File: src/rtl/ictf_pkg.sv
// Shared types, format constants and helpers for the integer to IEEE 754 converter.
// No dependencies.
package ictf_pkg;

  localparam int ValueW   = 64;
  localparam int LeadW    = 6;
  localparam int SglMant  = 23;
  localparam int SglExpW  = 8;
  localparam int SglBias  = 127;
  localparam int SglW     = 32;
  localparam int DblMant  = 52;
  localparam int DblExpW  = 11;
  localparam int DblBias  = 1023;

  typedef enum logic [1:0] {
    MODE_I32_SGL = 2'd0,
    MODE_I32_DBL = 2'd1,
    MODE_I64_SGL = 2'd2,
    MODE_I64_DBL = 2'd3
  } mode_t;

  // magnitude word passed from the normalize stage to the round stage
  typedef struct packed {
    logic                 dbl;
    logic                 trunc;
    logic                 neg;
    logic                 zero;
    logic [LeadW-1:0]     lead;
    logic [ValueW-1:0]    mag;
  } norm_t;

  // position of the highest set bit, 0 for an all-zero word
  function automatic logic [LeadW-1:0] lead_one(input logic [ValueW-1:0] m);
    logic [LeadW-1:0] p;
    p = '0;
    for (int i = 0; i < ValueW; i++) begin
      if (m[i]) begin
        p = LeadW'(i);
      end
    end
    return p;
  endfunction

endpackage

File: src/rtl/int_to_float_convert.sv
// Top level: signed 32/64-bit integer to IEEE 754 single or double.
// Depends on ictf_pkg, ictf_norm, ictf_round.
// Pipeline: a start word passes the input, normalize and round registers in turn to the done strobe.
// Throughput: one word per cycle; busy is low outside reset, results are never held off.
// Reset: synchronous rst clears all valid bits; words in flight are dropped.
module int_to_float_convert (
  input  logic                            clk,
  input  logic                            rst,
  input  logic                            start,
  output logic                            busy,
  input  logic [1:0]                      mode,
  input  logic                            truncate,
  input  logic [ictf_pkg::ValueW-1:0]     value,
  output logic                            done,
  output logic [ictf_pkg::ValueW-1:0]     result_bits
);
  import ictf_pkg::*;

  logic              in_valid;
  mode_t             mode_q;
  logic              trunc_q;
  logic [ValueW-1:0] value_q;
  logic              mid_valid;
  norm_t             mid_word;

  assign busy = rst;

  always_ff @(posedge clk) begin
    if (rst) begin
      in_valid <= 1'b0;
    end else begin
      in_valid <= start && !busy;
    end
  end

  always_ff @(posedge clk) begin
    mode_q  <= mode_t'(mode);
    trunc_q <= truncate;
    value_q <= value;
  end

  ictf_norm u_norm (
    .clk       (clk),
    .rst       (rst),
    .in_valid  (in_valid),
    .mode      (mode_q),
    .trunc     (trunc_q),
    .value     (value_q),
    .out_valid (mid_valid),
    .out_word  (mid_word)
  );

  ictf_round u_round (
    .clk       (clk),
    .rst       (rst),
    .in_valid  (mid_valid),
    .in_word   (mid_word),
    .out_valid (done),
    .out_bits  (result_bits)
  );

endmodule

File: src/rtl/ictf_norm.sv
// Normalize stage: sign, magnitude and leading-one position, registered.
// Depends on ictf_pkg.
module ictf_norm (
  input  logic                            clk,
  input  logic                            rst,
  input  logic                            in_valid,
  input  ictf_pkg::mode_t                 mode,
  input  logic                            trunc,
  input  logic [ictf_pkg::ValueW-1:0]     value,
  output logic                            out_valid,
  output ictf_pkg::norm_t                 out_word
);
  import ictf_pkg::*;

  logic        is32;
  logic [31:0] w32;
  logic [31:0] mag32;
  logic [ValueW-1:0] mag64;
  norm_t       word_next;

  always_comb begin
    is32  = (mode == MODE_I32_SGL) || (mode == MODE_I32_DBL);
    w32   = value[31:0];
    mag32 = w32[31] ? (~w32 + 32'd1) : w32;
    mag64 = value[ValueW-1] ? (~value + ValueW'(1)) : value;

    word_next.dbl   = (mode == MODE_I32_DBL) || (mode == MODE_I64_DBL);
    word_next.trunc = trunc;
    word_next.neg   = is32 ? w32[31] : value[ValueW-1];
    word_next.mag   = is32 ? {32'd0, mag32} : mag64;
    word_next.zero  = (word_next.mag == '0);
    word_next.lead  = lead_one(word_next.mag);
  end

  always_ff @(posedge clk) begin
    if (rst) begin
      out_valid <= 1'b0;
    end else begin
      out_valid <= in_valid;
    end
  end

  always_ff @(posedge clk) begin
    out_word <= word_next;
  end

endmodule

File: src/rtl/ictf_round.sv
// Round stage: aligns the fraction, rounds (or truncates when trunc is set), packs single or double, registered.
// Depends on ictf_pkg.
module ictf_round (
  input  logic                            clk,
  input  logic                            rst,
  input  logic                            in_valid,
  input  ictf_pkg::norm_t                 in_word,
  output logic                            out_valid,
  output logic [ictf_pkg::ValueW-1:0]     out_bits
);
  import ictf_pkg::*;

  logic [ValueW-1:0]  norm;
  logic [DblExpW-1:0] dexp;
  logic [SglExpW-1:0] sexp;
  logic               dup;
  logic               sup;
  logic [ValueW-1:0]  dbits;
  logic [SglW-1:0]    sbits;
  logic [ValueW-1:0]  bits_next;

  always_comb begin
    // leading one moved to the top bit
    norm = in_word.mag << (LeadW'(ValueW - 1) - in_word.lead);

    dup = !in_word.trunc && norm[10] && ((|norm[9:0]) || norm[11]);
    sup = !in_word.trunc && norm[39] && ((|norm[38:0]) || norm[40]);

    dexp = DblExpW'(DblBias - 1) + DblExpW'(in_word.lead);
    sexp = SglExpW'(SglBias - 1) + SglExpW'(in_word.lead);

    // hidden bit and rounding carry both fold into the exponent field
    dbits = {1'b0, dexp, {DblMant{1'b0}}} + {11'd0, norm[63:11]} + ValueW'(dup);
    sbits = {1'b0, sexp, {SglMant{1'b0}}} + {8'd0, norm[63:40]} + SglW'(sup);

    if (in_word.zero) begin
      bits_next = '0;
    end else if (in_word.dbl) begin
      bits_next = {in_word.neg, dbits[ValueW-2:0]};
    end else begin
      bits_next = {32'd0, in_word.neg, sbits[SglW-2:0]};
    end
  end

  always_ff @(posedge clk) begin
    if (rst) begin
      out_valid <= 1'b0;
    end else begin
      out_valid <= in_valid;
    end
  end

  always_ff @(posedge clk) begin
    out_bits <= bits_next;
  end

endmodule
File: config.mk
export PLATFORM = sky130hd
export DESIGN_NAME = int_to_float_convert
export DESIGN_NICKNAME = d
export VERILOG_FILES = /design/src/rtl/ictf_pkg.sv /design/src/rtl/int_to_float_convert.sv /design/src/rtl/ictf_norm.sv /design/src/rtl/ictf_round.sv
export SDC_FILE = /design/constraint.sdc
export NUM_CORES = 1
export LEC_CHECK = 0
export BUFFER_PORTS_ARGS = -buffer_cell sky130_fd_sc_hd__buf_2
export CAP_MARGIN = 20
export CORE_MARGIN = 10
export CORE_UTILIZATION = 55
export CTS_BUF_LIST = sky130_fd_sc_hd__clkbuf_8 sky130_fd_sc_hd__clkbuf_16
export DETAILED_ROUTE_END_ITERATION = 10
export PLACE_DENSITY = 0.78
export SLEW_MARGIN = 20
export SYNTH_ARGS = -nofsm -noshare
export SYNTH_HDL_FRONTEND = slang
export SYNTH_SLANG_ARGS = --single-unit
export TNS_END_PERCENT = 100
File: constraint.sdc
create_clock -name clk -period 4.6 [get_ports clk]
set_input_delay 0.23 -clock clk [delete_from_list [all_inputs] [get_ports clk]]
set_output_delay 0.23 -clock clk [all_outputs]
set_load 0.02 [all_outputs]
==> out/results.ini, run 1 <==
[pwr]
power_density_nw_per_um2=440
peakVddDrop_uv=335
p_leak_nw=6.98

[route]
drt_wl_total_um=53000
ant_nets=0
vias=14300
vias_per_cell=6.62
routedWlPerCell_um=24.6
drt_first_pass_iters=6
drt_iter0_markers=1627
drc=0

[synthesis]
syn_avg_cell_area_sq_um=9.35
synthArstFlopShare_pct=0
synth_cell_type_count=115
seq_area_frac_synth_pct=28.2
synth-seq-cells=208
synth_edf_count=0
syn_inst=1579
synthAdderAreaFrac_pct=0.678
synth_top_family_by_area=simple AND/OR/NAND/NOR gates
synthSimpleGateAreaFrac_pct=21.2
synth-xor-area-share_pct=6.82
muxShareOfSynthArea_pct=20.6
syn_nets=1657
synth_compound_area_share_pct=17.0
synth-main-ff-cell=dfxtp_1
syn_area_sq_um=14800
ys.warnings.count=0

[worst_setup_path]
r2r-start=u_norm.out_word[65]
crit_arrival_ps=4890
critPathMaxFanout=31
criticalPathCategory=reg2reg
crit_required_ps=5050
critical_path.startpoint=u_norm.out_word[65]
startpoint_type=flop
end_kind=flop
r2r_slack_ps=160

[layout]
antenna_cells=0
syn2layout_area_growth_pct=18.5
mostFrequentLayoutCell=dfxtp_1
num-fill-cells=2036
layout.nets=1882
finalInstanceArea_sq_um=17500
drive_gt1_share_pct=25.4
final_cell_mix=dfxtp_1, nor2_1, buf_2
multi_input_area_sq_um=9800
postLayoutCoreUtil_pct=66.8
seqCellArea_sq_um=4170
instances_no_fill=2155

[timing]
setup_viol=0
hold_viol=0
max_freq_ghz=0.225
rsz0062_at_grt=false
min_period_over_period_pct=96.5
skew_ps=26.7
worst_pin_slew_ps=879
slew_viol_final=0
slew-limit-headroom_pct=40.8
tns_ps=0
hold_ws_ps=315
min_period_ps=4440

[global_route]
grt_pass1_vias=14000
grt_max_degree=45
grt_pass1_wl_um=81400
grt_usage_pct=30.5
grt_overflow_total=0
antenna_found_initial=0

[place]
place_congestion=1.05
dpl.cell_count=2044
placed_cell_area_sq_um=16000
hpwlAfterDp_um=40500
port_buffers=135

[clock_network]
cts_tree=done
clock-root-buffer=clkbuf_16
clk_latency_ps=540
numCtsBuffers=22
clkSinkCount=208
clockBufferDepth=3
htreeDepth=1
clk_pin_slew_ps=60

[min_path]
hp-class=in2reg
min-delay-start=value[59]

[floorplan]
die_w_um=184
io_pins=136
design.core.area_sq_um=26200
design.die.area_sq_um=33800
start_util_pct=56.3
num_rows=59
die_h_um=184

[job]
drv_cap=0

[run_status]
outcome=finished, final reports clean

==> repair_timing <==
| action | CTS | global route |
|---|---|---|
| setup endpoints to repair | 1 | 22 |
| hold buffers | 69 | 0 |
| gates resized for setup | 0 | 3 |
| setup buffers | 1 | 1 |
| pin swaps | 1 | 0 |
| endpoints found under the hold margin | 70 | 0 |
==> sequential cells by signal, indices dropped and copies added, names as in the netlist <==
| register | count |
|---|---|
| u_norm.out_valid | 1 |
| u_round.out_bits | 64 |
| u_round.out_valid | 1 |
| trunc_q | 1 |
| mode_q | 2 |
| in_valid | 1 |
| value_q | 64 |
| u_norm.out_word | 74 |
==> worst max-delay path, cell delays in order, from the launching register on <==
cell and delay (ps):
dfxtp_4 590, buf_4 350, nor2b_1 430, nand3_1 330, and3_1 340, o211ai_1 510, ha_1 270, nand2_1 60
or4b_4 530, o41ai_2 290, a21oi_1 110, or3_1 360, a21oi_1 160
==> layout make-up <==
cell class | count | share of cell area (%)
Clock buffer | 26 | 3.46
Clock inverter | 14 | 0.780
Inverter | 44 | 0.944
Multi-Input combinational cell | 1220 | 56.0
Sequential cell | 208 | 23.9
Tap cell | 335 | 2.40
Timing Repair Buffer | 308 | 12.6
==> final timing paths <==
| kind | to | cells after the start |
|---|---|---|
| max | u_round.out_bits[28] | 12 |
| min | value_q[59] | 2 |
| max reg2reg | u_round.out_bits[28] | 12 |
| min reg2reg | u_norm.out_word[73] | 0 |
==> metrics by stage <==
| stage | setup slack [ps] | power [W] |
|---|---|---|
| 3_3_place_gp | 150 | 0.00579 |
| 5_1_grt | 20.1 | 0.00802 |
| 6_report | 161 | 0.00771 |
| 4_1_cts | 115 | 0.00761 |
| 3_5_place_dp | 11.4 | 0.00580 |
| 2_1_floorplan | 641 | 0.00458 |
==> cell usage after synthesis, drive strengths merged (40+ instances only) <==
cell type  count  area (sq um)
a21oi         55           279
buf           46           358
clkbuf        61           289
dfxtp        208          4160
inv           40           150
mux4          98          2270
nand2        122           458
nor2         155           597
nor3          51           272
o21ai         54           274
xnor2         72           631
xor2          43           377
==> per-layer routing <==
metal / up-vias / track usage [%] / share of wire (%)
met4: 0 / 21.5 / 7.8
li1: 6472 / - / -
met5: - / 0 / 0
met3: 201 / 6.76 / 8.8
met1: 6784 / 34.5 / 36
met2: 810 / 50.3 / 47
==> power by group <==
part	internal [W]	total (W)	switching [W]
sequential	0.00205	0.00224	0.000190
combinational	0.00152	0.00370	0.00218
clock	0.00101	0.00177	0.000754
total	0.00458	0.00771	0.00313
==> kinds of logic after synthesis <==
family | count (synthesis)
compound gates | 340
xor+xnor | 115
fa+ha+maj | 8
buf+inv | 151
flops | 208
mux | 171
simple gates | 586
Note: power is estimated with default switching activity, not from simulation.
==> run 2, diff against run 1 <==
--- a/config.mk
+++ b/config.mk
@@ -8,10 +8,10 @@
 export BUFFER_PORTS_ARGS = -buffer_cell sky130_fd_sc_hd__buf_2
 export CAP_MARGIN = 20
 export CORE_MARGIN = 10
-export CORE_UTILIZATION = 55
-export CTS_BUF_LIST = sky130_fd_sc_hd__clkbuf_8 sky130_fd_sc_hd__clkbuf_16
+export CORE_UTILIZATION = 60
 export DETAILED_ROUTE_END_ITERATION = 10
-export PLACE_DENSITY = 0.78
+export HOLD_SLACK_MARGIN = 0.15
+export PLACE_DENSITY = 0.83
 export SLEW_MARGIN = 20
 export SYNTH_ARGS = -nofsm -noshare
 export SYNTH_HDL_FRONTEND = slang
==> run 2 against run 1 <==
Compared with the run above: design area shrank 0.55%; die area shrank 7.4%; critical path depth is the same; utilization grew 5.0 points; worst hold slack lost 0.95 ps; count of clock-buffer cells in the layout grew 5; final cell count shrank 1.3%.
==> out/results.ini, run 2 (synthesis results as in run 1) <==
[layout]
multi_input_area_sq_um=9810  ; +0.10%
drive_gt1_share_pct=24.6  ; -0.81 points
reg_top3=u_norm.out_word x74, u_round.out_bits x64, value_q x64
antenna_cells=0  ; unchanged
seqCellArea_sq_um=4170  ; about the same
largest_reg_flops=74  ; unchanged
finalInstanceArea_sq_um=17400  ; -0.55%
layout.nets=1868  ; -0.74%
syn2layout_area_growth_pct=17.8
postLayoutCoreUtil_pct=71.7  ; +5.0 points
final_cell_mix=dfxtp_1, nor2_1, buf_2
num-fill-cells=1757  ; -14%
mostFrequentLayoutCell=dfxtp_1
largest_register=u_norm.out_word

[worst_setup_path]
crit_path_frequent_cell=nor2_1
r2r_slack_ps=100  ; -60 ps
crit_arrival_ps=4960  ; +70 ps
crit_required_ps=5050  ; about the same
path_delay_family=simple AND/OR/NAND/NOR gates
crit_chain=inv_1 > ha_1 > or4b_2 > nor2_1 > nand4_1 > buf_4 > o41ai_1 > mux2i_1 > nor2_1 > a311o_1 > a211oi_1 > a21o_1
startpoint_type=flop
critPathMaxFanout=13  ; -58%
criticalPathCategory=reg2reg
crit_path_top_delay_cell=or4b_2
slowest_delay_ps=780  ; +190 ps
crit_buf_inv=2  ; +1
end_kind=flop

[clock_network]
clockBufferDepth=3  ; unchanged
clkSinkCount=208  ; unchanged
clk_latency_ps=540  ; about the same
clk_pin_slew_ps=70  ; about the same
htreeDepth=1  ; unchanged
numCtsBuffers=22  ; unchanged
clock-root-buffer=clkbuf_16
cts_tree=done

[route]
vias_per_cell=6.76  ; +2.2%
drt_iter0_markers=1867  ; +15%
routedWlPerCell_um=24.4  ; -0.88%
drt_wl_total_um=51800  ; -2.2%
drt_first_pass_iters=6  ; unchanged
ant_nets=0  ; unchanged
drc=0  ; unchanged
vias=14400  ; +0.85%

[pwr]
p_leak_nw=6.91  ; -1.1%
peakVddDrop_uv=384  ; +15%
power_density_nw_per_um2=440  ; -0.16%

[place]
place_congestion=1.08  ; +2.1%
port_buffers=135  ; unchanged
placed_cell_area_sq_um=15900  ; -0.88%
hpwlAfterDp_um=37800  ; -6.7%

[timing]
rsz0062_at_grt=true
tns_ps=0  ; unchanged
hold_viol=0  ; unchanged
skew_ps=16.5  ; -10.2 ps
slew_viol_final=0  ; unchanged
worst_pin_slew_ps=852  ; -26.9 ps
hold_ws_ps=314  ; -0.948 ps
min_period_ps=4500  ; +63.0 ps
setup_viol=0  ; unchanged
min_period_over_period_pct=97.9  ; +1.4 points
max_freq_ghz=0.222  ; -1.4%
slew-limit-headroom_pct=43.1  ; +2.4 points

[run_status]
outcome=finished, final reports clean

[global_route]
grt_use_met1_pct=37.5  ; +3.1 points
grt_usage_pct=31.6  ; +1.1 points
use_met2_pct=54.1  ; +3.8 points
grt_overflow_total=0  ; unchanged
antenna_found_initial=0  ; unchanged
grt_use_met3_pct=4.89  ; -1.9 points
grt_max_degree=58  ; +29%
grt_pass1_vias=13700  ; -2.2%
grt_pass1_wl_um=79100  ; -2.8%
grt-busiest-layer=met2

[floorplan]
num_rows=57  ; -3.4%
design.core.area_sq_um=24200  ; -7.5%
io_pins=136  ; unchanged
die_h_um=177  ; -3.8%
die_w_um=177  ; -3.8%
design.die.area_sq_um=31300  ; -7.4%
start_util_pct=60.9  ; +4.5 points

[min_path]
hp-class=in2reg

[job]
drv_cap=0  ; unchanged

## run 2: final timing paths
path / start / end / cells after the start
worst max-delay path: value_q[0] / u_norm.out_word[65] / 12
worst min register to register: trunc_q / u_norm.out_word[72] / 0
worst max register to register: value_q[0] / u_norm.out_word[65] / 12
worst min-delay path: value[15] / value_q[15] / 2
## run 2: area by class of cell
type / count / area share [%]
tap: 324 / 2.33
clock inverter: 6 / 0.662
multi-input combinational: 1220 / 56.4
inverter: 44 / 0.949
clock buffer: 31 / 3.65
sequential: 208 / 24.0
timing repair buffer: 294 / 12.1
## run 2: layer usage
layer  vias to the layer above  routed length [um]
li1                       6436                   -
met1                      6833               19100
met2                       942               25100
met3                       177                4380
met4                         0                3270
met5                         -                   0
## run 2: per-stage QoR
step	std cells	setup WS [ps]	power, W
5_1_grt	2127	-14.9	0.00794
2_1_floorplan	1579	641	0.00458
6_report	2127	97.9	0.00765
4_1_cts	2122	18.0	0.00755
3_5_place_dp	2016	45.4	0.00568
3_3_place_gp	2016	147	0.00565
## run 2: power breakdown
part           internal (W)  leakage (nW)  switching [W]
Clock               0.00108         0.360       0.000750
Combinational       0.00149          4.80        0.00211
Sequential          0.00205          1.74       0.000174
## run 2: worst reg2reg max path, stage by stage (launching register included)
cell      delay (ps)
dfxtp_1          350
inv_1             70
ha_1             320
or4b_2           780
nor2_1           400
nand4_1          310
buf_4            310
o41ai_1          370
mux2i_1          540
nor2_1           100
a311o_1          330
a211oi_1         290
a21o_1           240
## run 2: what timing repair did
action | in CTS | in global routing
hold endpoints to repair | 70 | 0
setup endpoints to repair | 0 | 13
setup buffers | 0 | 5
resized for setup | 0 | 3
hold buffers | 69 | 0
